<file path="src/design/assert_macros.svh">
// Assertion macros used by the button press classifier lane module.
`ifndef ASSERT_MACROS_SVH
`define ASSERT_MACROS_SVH

`ifndef SYNTHESIS

// Checks that a property holds at every clock edge outside reset.
`define BPC_ASSERT(lbl, clk, rst_n, prop) \
  lbl: assert property (@(posedge clk) disable iff (!(rst_n)) (prop)) \
    else $error("%m: assertion failed");

// Checks that a consequent holds in the cycle after its antecedent.
`define BPC_ASSERT_NEXT(lbl, clk, rst_n, ante, cons) \
  lbl: assert property (@(posedge clk) disable iff (!(rst_n)) (ante) |=> (cons)) \
    else $error("%m: assertion failed");

`else

`define BPC_ASSERT(lbl, clk, rst_n, prop)
`define BPC_ASSERT_NEXT(lbl, clk, rst_n, ante, cons)

`endif

`endif

</file>
<file path="src/design/bpc_pkg.sv">
// Package with constants and types of the button press classifier.
`default_nettype none

package bpc_pkg;

  localparam int unsigned NUM_BUTTONS = 4;

  localparam int unsigned DEBOUNCE_W = 8;
  localparam int unsigned MIN_PRESS_W = 10;
  localparam int unsigned LONG_HOLD_W = 16;
  localparam int unsigned DBL_WINDOW_W = 11;
  localparam int unsigned STEADY_AGE_W = 8;
  localparam int unsigned PRESS_AGE_W = 16;
  localparam int unsigned RELEASE_AGE_W = 16;

  localparam int unsigned CFG_IDX_W = 3;
  localparam int unsigned CFG_DATA_W = 16;

  localparam logic [DEBOUNCE_W-1:0] DEBOUNCE_RST = DEBOUNCE_W'(20);
  localparam logic [MIN_PRESS_W-1:0] MIN_PRESS_RST = MIN_PRESS_W'(30);
  localparam logic [LONG_HOLD_W-1:0] LONG_HOLD_RST = LONG_HOLD_W'(5000);
  localparam logic [DBL_WINDOW_W-1:0] DBL_WINDOW_RST = DBL_WINDOW_W'(300);
  localparam logic [NUM_BUTTONS-1:0] ENABLE_RST = '1;

  typedef enum logic [CFG_IDX_W-1:0] {
    CFG_DEBOUNCE      = 3'd0,
    CFG_MIN_PRESS     = 3'd1,
    CFG_LONG_HOLD     = 3'd2,
    CFG_DOUBLE_WINDOW = 3'd3,
    CFG_ENABLE_MASK   = 3'd4
  } cfg_idx_e;

  typedef struct packed {
    logic [DEBOUNCE_W-1:0]   debounce;
    logic [MIN_PRESS_W-1:0]  min_press;
    logic [LONG_HOLD_W-1:0]  long_hold;
    logic [DBL_WINDOW_W-1:0] dbl_window;
  } bpc_cfg_t;

  typedef struct packed {
    logic short_evt;
    logic long_evt;
    logic dbl_evt;
    logic held;
  } bpc_evt_t;

  typedef struct packed {
    logic [NUM_BUTTONS-1:0] short_events;
    logic [NUM_BUTTONS-1:0] long_events;
    logic [NUM_BUTTONS-1:0] double_events;
    logic [NUM_BUTTONS-1:0] pressed_levels;
  } bpc_result_t;

endpackage

`default_nettype wire

</file>
<file path="src/design/bpc_if.sv">
// Valid-ready channel interfaces for the tick requests and the result requests.
`default_nettype none

interface bpc_in_if;
  import bpc_pkg::*;

  logic                   valid;
  logic                   ready;
  logic [NUM_BUTTONS-1:0] raw_levels;

  modport source (output valid, output raw_levels, input ready);
  modport sink (input valid, input raw_levels, output ready);
endinterface

interface bpc_out_if;
  import bpc_pkg::*;

  logic                   valid;
  logic                   ready;
  logic [NUM_BUTTONS-1:0] short_events;
  logic [NUM_BUTTONS-1:0] long_events;
  logic [NUM_BUTTONS-1:0] double_events;
  logic [NUM_BUTTONS-1:0] pressed_levels;

  modport source (output valid, output short_events, output long_events,
                  output double_events, output pressed_levels, input ready);
  modport sink (input valid, input short_events, input long_events,
                input double_events, input pressed_levels, output ready);
endinterface

`default_nettype wire

</file>
<file path="src/design/button_press_classifier.sv">
// Top level of the button press classifier: config registers, lanes, merge and output skid.
// The result of an accepted tick request is registered; each enabled lane steps on it.
// Throughput: one tick request per cycle while the skid stage is empty.
// A result that waits is held in the output register and one more request fits a skid stage.
// Reset (rst_ni low, asynchronous) clears all button state, restores the register defaults
// and empties the output stages; no clearing pass follows.
`default_nettype none

module button_press_classifier (
  input  logic                                clk_i,
  input  logic                                rst_ni,
  input  logic                                cfg_we_i,
  input  logic [bpc_pkg::CFG_IDX_W-1:0]       cfg_idx_i,
  input  logic [bpc_pkg::CFG_DATA_W-1:0]      cfg_data_i,
  bpc_in_if.sink                              in_chan,
  bpc_out_if.source                           out_chan
);
  import bpc_pkg::*;

  bpc_cfg_t               cfg_q;
  logic [NUM_BUTTONS-1:0] enable_q;
  logic                   accept;
  bpc_evt_t               evt [NUM_BUTTONS];
  bpc_result_t            merged;
  bpc_result_t            out_q, out_d, skid_q, skid_d;
  logic                   out_vld_q, out_vld_d, skid_vld_q, skid_vld_d;

  always_ff @(posedge clk_i or negedge rst_ni) begin
    if (!rst_ni) begin
      cfg_q.debounce <= DEBOUNCE_RST;
      cfg_q.min_press <= MIN_PRESS_RST;
      cfg_q.long_hold <= LONG_HOLD_RST;
      cfg_q.dbl_window <= DBL_WINDOW_RST;
      enable_q <= ENABLE_RST;
    end else if (cfg_we_i) begin
      unique case (cfg_idx_e'(cfg_idx_i))
        CFG_DEBOUNCE:      cfg_q.debounce <= cfg_data_i[DEBOUNCE_W-1:0];
        CFG_MIN_PRESS:     cfg_q.min_press <= cfg_data_i[MIN_PRESS_W-1:0];
        CFG_LONG_HOLD:     cfg_q.long_hold <= cfg_data_i[LONG_HOLD_W-1:0];
        CFG_DOUBLE_WINDOW: cfg_q.dbl_window <= cfg_data_i[DBL_WINDOW_W-1:0];
        CFG_ENABLE_MASK:   enable_q <= cfg_data_i[NUM_BUTTONS-1:0];
        default: begin
        end
      endcase
    end
  end

  assign in_chan.ready = !skid_vld_q;
  assign accept = in_chan.valid && in_chan.ready;

  for (genvar b = 0; b < NUM_BUTTONS; b++) begin : g_lane
    bpc_lane u_lane (
      .clk_i         (clk_i),
      .rst_ni        (rst_ni),
      .step_i        (accept && enable_q[b]),
      .raw_pressed_i (!in_chan.raw_levels[b]),
      .cfg_i         (cfg_q),
      .evt_o         (evt[b])
    );

    assign merged.short_events[b] = enable_q[b] && evt[b].short_evt;
    assign merged.long_events[b] = enable_q[b] && evt[b].long_evt;
    assign merged.double_events[b] = enable_q[b] && evt[b].dbl_evt;
    assign merged.pressed_levels[b] = enable_q[b] && evt[b].held;
  end

  always_comb begin
    out_d = out_q;
    out_vld_d = out_vld_q;
    skid_d = skid_q;
    skid_vld_d = skid_vld_q;
    if (!out_vld_q || out_chan.ready) begin
      if (skid_vld_q) begin
        out_d = skid_q;
        out_vld_d = 1'b1;
        skid_vld_d = 1'b0;
      end else begin
        out_d = merged;
        out_vld_d = accept;
      end
    end else if (accept) begin
      skid_d = merged;
      skid_vld_d = 1'b1;
    end
  end

  always_ff @(posedge clk_i or negedge rst_ni) begin
    if (!rst_ni) begin
      out_vld_q <= 1'b0;
      skid_vld_q <= 1'b0;
    end else begin
      out_vld_q <= out_vld_d;
      skid_vld_q <= skid_vld_d;
    end
  end

  always_ff @(posedge clk_i) begin
    out_q <= out_d;
    skid_q <= skid_d;
  end

  assign out_chan.valid = out_vld_q;
  assign out_chan.short_events = out_q.short_events;
  assign out_chan.long_events = out_q.long_events;
  assign out_chan.double_events = out_q.double_events;
  assign out_chan.pressed_levels = out_q.pressed_levels;

endmodule

`default_nettype wire

</file>
<file path="src/design/bpc_lane.sv">
// Per-button lane: debounce, press timers and press classification.
`default_nettype none
`include "assert_macros.svh"

module bpc_lane (
  input  logic              clk_i,
  input  logic              rst_ni,
  input  logic              step_i,
  input  logic              raw_pressed_i,
  input  bpc_pkg::bpc_cfg_t cfg_i,
  output bpc_pkg::bpc_evt_t evt_o
);
  import bpc_pkg::*;

  logic                     last_raw_q, last_raw_d;
  logic                     stable_q, stable_d;
  logic [STEADY_AGE_W-1:0]  steady_age_q, steady_age_d;
  logic [PRESS_AGE_W-1:0]   press_age_q, press_age_d, press_inc;
  logic [RELEASE_AGE_W-1:0] release_age_q, release_age_d, release_inc;
  logic                     long_fired_q, long_fired_d;
  logic                     take;

  always_comb begin
    press_inc = (&press_age_q) ? press_age_q : press_age_q + PRESS_AGE_W'(1);
    release_inc = (&release_age_q) ? release_age_q : release_age_q + RELEASE_AGE_W'(1);

    press_age_d = press_inc;
    release_age_d = release_inc;
    long_fired_d = long_fired_q;
    last_raw_d = raw_pressed_i;
    evt_o = '0;

    if (raw_pressed_i != last_raw_q) begin
      steady_age_d = '0;
    end else if (&steady_age_q) begin
      steady_age_d = steady_age_q;
    end else begin
      steady_age_d = steady_age_q + STEADY_AGE_W'(1);
    end

    take = (steady_age_d >= cfg_i.debounce) && (raw_pressed_i != stable_q);
    stable_d = take ? raw_pressed_i : stable_q;

    if (take && raw_pressed_i) begin
      press_age_d = '0;
      long_fired_d = 1'b0;
    end else if (take) begin
      if (press_inc >= cfg_i.long_hold) begin
        if (!long_fired_q) begin
          evt_o.long_evt = 1'b1;
          long_fired_d = 1'b1;
        end
      end else if (press_inc >= PRESS_AGE_W'(cfg_i.min_press)) begin
        if (release_inc < RELEASE_AGE_W'(cfg_i.dbl_window)) begin
          evt_o.dbl_evt = 1'b1;
        end else begin
          evt_o.short_evt = 1'b1;
        end
      end
      release_age_d = '0;
    end

    if (stable_d && !long_fired_d && (press_age_d >= cfg_i.long_hold)) begin
      evt_o.long_evt = 1'b1;
      long_fired_d = 1'b1;
    end

    evt_o.held = stable_d;
  end

  always_ff @(posedge clk_i or negedge rst_ni) begin
    if (!rst_ni) begin
      last_raw_q <= 1'b0;
      stable_q <= 1'b0;
      steady_age_q <= '0;
      press_age_q <= '0;
      release_age_q <= '1;
      long_fired_q <= 1'b0;
    end else if (step_i) begin
      last_raw_q <= last_raw_d;
      stable_q <= stable_d;
      steady_age_q <= steady_age_d;
      press_age_q <= press_age_d;
      release_age_q <= release_age_d;
      long_fired_q <= long_fired_d;
    end
  end

  `BPC_ASSERT(a_one_class, clk_i, rst_ni, $countones({evt_o.short_evt, evt_o.long_evt, evt_o.dbl_evt}) <= 1)
  `BPC_ASSERT_NEXT(a_long_marks, clk_i, rst_ni, step_i && evt_o.long_evt, long_fired_q)
  `BPC_ASSERT_NEXT(a_release_clears, clk_i, rst_ni, step_i && (evt_o.short_evt || evt_o.dbl_evt), release_age_q == '0 && !stable_q)
  `BPC_ASSERT_NEXT(a_frozen, clk_i, rst_ni, !step_i, $stable(press_age_q) && $stable(stable_q))

endmodule

`default_nettype wire

</file>
<file path="src/flat_wrapper.sv">
// flat-port wrapper written by rule: the top's interface ports become plain ports
module button_press_classifier_flat import bpc_pkg::*;
  (clk_i, rst_ni, cfg_we_i, cfg_idx_i, cfg_data_i, in_chan_valid, in_chan_raw_levels, in_chan_ready, out_chan_valid, out_chan_short_events, out_chan_long_events, out_chan_double_events, out_chan_pressed_levels, out_chan_ready);
  bpc_in_if in_chan_i ();
  bpc_out_if out_chan_i ();
  input  logic clk_i;
  input  logic rst_ni;
  input  logic cfg_we_i;
  input  logic [bpc_pkg::CFG_IDX_W-1:0] cfg_idx_i;
  input  logic [bpc_pkg::CFG_DATA_W-1:0] cfg_data_i;
  input wire logic [$bits(in_chan_i.valid)-1:0] in_chan_valid;
  input wire logic [$bits(in_chan_i.raw_levels)-1:0] in_chan_raw_levels;
  output wire logic [$bits(in_chan_i.ready)-1:0] in_chan_ready;
  output wire logic [$bits(out_chan_i.valid)-1:0] out_chan_valid;
  output wire logic [$bits(out_chan_i.short_events)-1:0] out_chan_short_events;
  output wire logic [$bits(out_chan_i.long_events)-1:0] out_chan_long_events;
  output wire logic [$bits(out_chan_i.double_events)-1:0] out_chan_double_events;
  output wire logic [$bits(out_chan_i.pressed_levels)-1:0] out_chan_pressed_levels;
  input wire logic [$bits(out_chan_i.ready)-1:0] out_chan_ready;
  assign in_chan_i.valid = in_chan_valid;
  assign in_chan_i.raw_levels = in_chan_raw_levels;
  assign in_chan_ready = in_chan_i.ready;
  assign out_chan_valid = out_chan_i.valid;
  assign out_chan_short_events = out_chan_i.short_events;
  assign out_chan_long_events = out_chan_i.long_events;
  assign out_chan_double_events = out_chan_i.double_events;
  assign out_chan_pressed_levels = out_chan_i.pressed_levels;
  assign out_chan_i.ready = out_chan_ready;
  button_press_classifier u_core (.clk_i(clk_i), .rst_ni(rst_ni), .cfg_we_i(cfg_we_i), .cfg_idx_i(cfg_idx_i), .cfg_data_i(cfg_data_i), .in_chan(in_chan_i), .out_chan(out_chan_i));
endmodule
</file>
<file path="config.mk">
export PLATFORM = sky130hd
export DESIGN_NAME = button_press_classifier_flat
export DESIGN_NICKNAME = d
export VERILOG_FILES = /design/src/design/bpc_pkg.sv /design/src/design/bpc_if.sv /design/src/design/button_press_classifier.sv /design/src/design/bpc_lane.sv /design/src/flat_wrapper.sv
export VERILOG_INCLUDE_DIRS = /design/src /design/src/design
export SDC_FILE = /design/constraint.sdc
export NUM_CORES = 1
export LEC_CHECK = 0
export BUFFER_PORTS_ARGS = -buffer_cell sky130_fd_sc_hd__buf_2
export CELL_PAD_IN_SITES_DETAIL_PLACEMENT = 2
export CELL_PAD_IN_SITES_GLOBAL_PLACEMENT = 2
export CORE_MARGIN = 4
export CORE_UTILIZATION = 41
export DETAILED_ROUTE_END_ITERATION = 8
export PLACE_DENSITY_LB_ADDON = 0.25
export SYNTH_ARGS = -nofsm -noshare
export SYNTH_HDL_FRONTEND = slang
export SYNTH_SLANG_ARGS = --single-unit
</file>
<file path="constraint.sdc">
create_clock -name clk_i -period 6.2 [get_ports clk_i]
set_input_delay 0.31 -clock clk_i [delete_from_list [all_inputs] [get_ports clk_i]]
set_output_delay 0.31 -clock clk_i [all_outputs]
set_load 0.01 [all_outputs]
</file>
==> impl_metrics.ini <==
[timing]
fin_crit_ns = 5.60
slew_violations = 0
hold_viol_final = 0
setup_viol = 0
relSlewSlack_pct = 21.7
post-route-period-util_pct = 90.3
fmax_mhz = 179
worstMarginPinSlew_ns = 1.17
fin_skew_ns = 0.0186
tns_ns = 0
grt_setup_unrepaired = false

[critical_path]
cp.arrival_ns = 5.89
crit_cells = 21
cp-startpoint = u_core.g_lane[3].u_lane.steady_age_q[0]
path_cells = ha_1 > nand4_1 > and2_1 > nand3_1 > nor2_1 > xnor2_1 > nor2_1 > ha_1 > nand4_1 > o31ai_1 > o22a_1 > and2_1 > nor2_1 > ha_1 > a211o_1 > a21oi_1 > o21ai_0 > a211oi_1 > o22ai_1 > a21oi_1 > o21ai_0
rrSetupSlack_ns = 0.60
crit_path_top_delay_cell = and2_1
worstPathMaxFanout = 20
required_ns = 6.49
reg2reg_depth = 21
crit_family = compound AO/OA/AOI/OAI gates
setup.worst_path.class = reg -> reg
r2r_end = u_core.out_chan.long_events[3]
startpoint_type = register
worst-path-buf-inv = 0
end_kind = register
r2r-start = u_core.g_lane[3].u_lane.steady_age_q[0]
cp-endpoint = u_core.out_chan.long_events[3]
crit_path_max_incr_delay_ns = 0.66

[power]
switchingPower_mw = 2.75
pwr-share-comb_pct = 36.8
finalPower_mw = 6.87
power_frac_clock_pct = 29.3
internal-power_mw = 4.13
p_leak_nw = 9.93
irDropWorstVdd_uv = 189
cellPowerDensity_nw_per_um2 = 316
swShare_pct = 39.9
seq_power_share_pct = 34.0

[synthesis]
synthAdderAreaFrac_pct = 16.0
synthArstFlopShare_pct = 87.5
syn_area_per_cell_sq_um = 8.82
synth-compound-area-share_pct = 17.5
synth_xor_area_share_pct = 4.26
synthSimpleGateAreaFrac_pct = 20.7
synth_fp_nets = 2517
synthDistinctLibCells = 81
synthCells = 2237
synth.area.mux_share_pct = 4.35
ys_ff_latch = 255
syn-cell-area_sq_um = 19700
yosys_warnings = 0
synth_top_flop_cell = dfrtp_1
synth_top_family_by_area = simple AND/OR/NAND/NOR gates
synth_edf_count = 32
seq_area_frac_synth_pct = 33.7

[outcome]
status = completed

[clocking]
numCtsBuffers = 34
clockBufferDepth = 3
cts_root_buffer = clkbuf_16
cts_max_level = 2
cts_setup_buffers = 0
clk_pin_slew_worst_paths_ns = 0.06
post_cts_resized = 0
clock_sinks = 255
cts_tree = done
insertion_delay_ns = 0.55

[routing]
dr.pass1.iters = 5
wire_per_inst_um = 24.7
wl_um = 71700
vias = 17833
antenna_left = 0
drt_iter0_drc = 940
vias_per_cell = 6.13
drc = 0

[global_routing]
grt_pass1_vias = 19837
grt_max_degree = 101
grt_use_total_pct = 27.7
grt_pass1_wl_um = 113000
antenna_found_initial = 1
overflow = 0

[die]
die_x_um = 227
start_util_pct = 41.4
core-area_sq_um = 47600
io_pins = 46
dieArea_sq_um = 51700
fp.dieH_um = 227
rows = 80

[finish]
fillers = 5228
area_growth_pct = 10.2
multiInputGateArea_sq_um = 12400
regArea_sq_um = 6650
nets = 2547
drive_gt1_share_pct = 12.5
diodes = 0

[flow_run]
maxCapViolCount = 0

[worst_hold_path]
hold_class = in -> reg

[placed_design]
io_buffer_count = 45
hpwlAfterDp_um = 51700
gp_congestion = 0.849
==> cell usage after synthesis (45+ instances only) <==
cell type  instances  area [sq um]
inv_1             98           368
nor2_1           192           721
dfstp_2           83          2180
o31ai_1           73           548
xor2_1            45           394
mux2_2            54           608
nand4_1           52           325
clkbuf_1          67           251
ha_1             252          3150
nand2_1          283          1060
a21o_1            45           338
dfrtp_1          140          3500
o21ai_0          167           836
xnor2_1           51           447
nand3_1           72           360
a21oi_1           99           495
==> cell usage in the layout (no fill, tap or decap), types with 6 or more instances in the layout <==
master,synthesis,layout
or2_2,6,6
dfstp_2,83,83
inv_1,98,98
nand3b_1,8,8
edfxtp_1,32,32
o21a_1,13,13
or3_1,7,7
buf_2,6,44
o211ai_1,11,11
dfrtp_1,140,140
o31ai_1,73,73
mux2_2,54,54
nor3_1,34,33
clkbuf_1,67,8
and3_1,30,30
a211oi_1,26,26
nand2_1,283,283
o2111ai_1,9,9
nand3_1,72,72
a21o_1,45,45
nor2b_1,30,29
buf_4,1,23
nand2b_1,27,27
a31oi_1,16,16
clkinv_2,0,7
nor4_1,9,9
nand4_1,52,52
a21oi_1,99,99
and2_1,41,41
and4_1,17,17
xor2_1,45,45
nor2_1,192,191
ha_1,252,252
mux2i_1,25,25
xnor2_1,51,51
clkbuf_16,0,35
or4_1,6,6
o21ai_0,167,167
a22o_1,17,17
==> stage by stage <==
stage | worst slack [ns] | cell area [sq um] | instances | util [%] | hold slack, ns
finish | 0.599 | 21700 | 2907 | 45.6 | 0.0356
floorplan | 1.38 | 19700 | 2237 | - | 0.0144
global placement | 1.06 | 20600 | 2842 | 43.2 | 0.447
global route | 0.0236 | 21700 | 2907 | 45.6 | 0.0124
detailed placement | 0.691 | 20600 | 2842 | 43.2 | 0.442
CTS | 0.670 | 21700 | 2907 | 45.6 | 0.00795
==> metal layers <==
layer  up-vias  part of all wire (%)  track usage [%]
met2       270                    50             49.4
met3       120                   3.1             3.43
li1       8202                     -                -
met4         0                   3.6             9.86
met5         -                     0                0
met1      9241                    44             34.7
==> worst register-to-register path: stages (launching register included) <==
cell and delay, ns:
dfrtp_1 0.45, ha_1 0.33, nand4_1 0.17, and2_1 0.22, nand3_1 0.15, nor2_1 0.22, xnor2_1 0.16, nor2_1 0.06
ha_1 0.29, nand4_1 0.09, o31ai_1 0.26, o22a_1 0.25, and2_1 0.66, nor2_1 0.14, ha_1 0.35, a211o_1 0.30
a21oi_1 0.14, o21ai_0 0.13, a211oi_1 0.39, o22ai_1 0.20, a21oi_1 0.26, o21ai_0 0.12
==> worst min-delay path by stage <==
stage                         startpoint               endpoint  slack (ns)  depth (start not counted)
final                      in_chan_valid  u_core.out_chan.valid        0.04                          3
after detailed placement          rst_ni        u_core.cfg_q[9]        0.44                          1
after floorplan                   rst_ni        u_core.cfg_q[0]        0.01                          0
after global routing      cfg_data_i[15]       u_core.cfg_q[26]        0.01                          3
after global placement            rst_ni        u_core.cfg_q[9]        0.45                          1
after CTS                  in_chan_valid  u_core.out_chan.valid       0.008                          3
==> layout make-up <==
type | instances | share of cell area, %
Clock buffer | 44 | 4.23
Clock inverter | 17 | 0.772
Inverter | 99 | 1.71
Multi-Input combinational cell | 1805 | 57.1
Sequential cell | 255 | 30.6
Tap cell | 615 | 3.54
Timing Repair Buffer | 72 | 2.06
==> registers in the layout, summed over array words and instances, names as in the netlist <==
name,flops
u_core.cfg_q,45
u_core.enable_q,4
u_core.g_lane.u_lane.last_raw_q,4
u_core.g_lane.u_lane.long_fired_q,4
u_core.g_lane.u_lane.press_age_q,64
u_core.g_lane.u_lane.release_age_q,64
u_core.g_lane.u_lane.stable_q,4
u_core.g_lane.u_lane.steady_age_q,32
u_core.out_chan.double_events,4
u_core.out_chan.long_events,4
u_core.out_chan.pressed_levels,4
u_core.out_chan.short_events,4
u_core.out_chan.valid,1
u_core.skid_q,16
u_core.skid_vld_q,1
==> kinds of logic (layout without fill, tap and decap cells) <==
| logic type | Yosys count | in the layout |
|---|---|---|
| and+or+nand+nor | 841 | 841 |
| AOI/OAI and AO/OA | 537 | 537 |
| DFF | 255 | 255 |
| adders and majority gates | 252 | 252 |
| buffers and inverters | 177 | 232 |
| xor gates and xnor gates | 96 | 96 |
| muxes | 79 | 79 |
==> power by group through the flow <==
stage | sequential, mW | clock, mW | combinational [mW]
3_3_place_gp | 2.32 | 0 | 2.25
2_1_floorplan | 2.23 | 0 | 1.64
6_report | 2.34 | 2.01 | 2.53
3_5_place_dp | 2.35 | 0 | 2.48
5_1_grt | 2.37 | 2.12 | 2.85
4_1_cts | 2.33 | 2.05 | 2.54
==> repair_timing <==
action | in CTS | in global routing
setup endpoints to repair | 0 | 0
hold endpoints to repair | 43 | 0
hold buffers | 4 | 0
(Power assumes the default switching activity.)
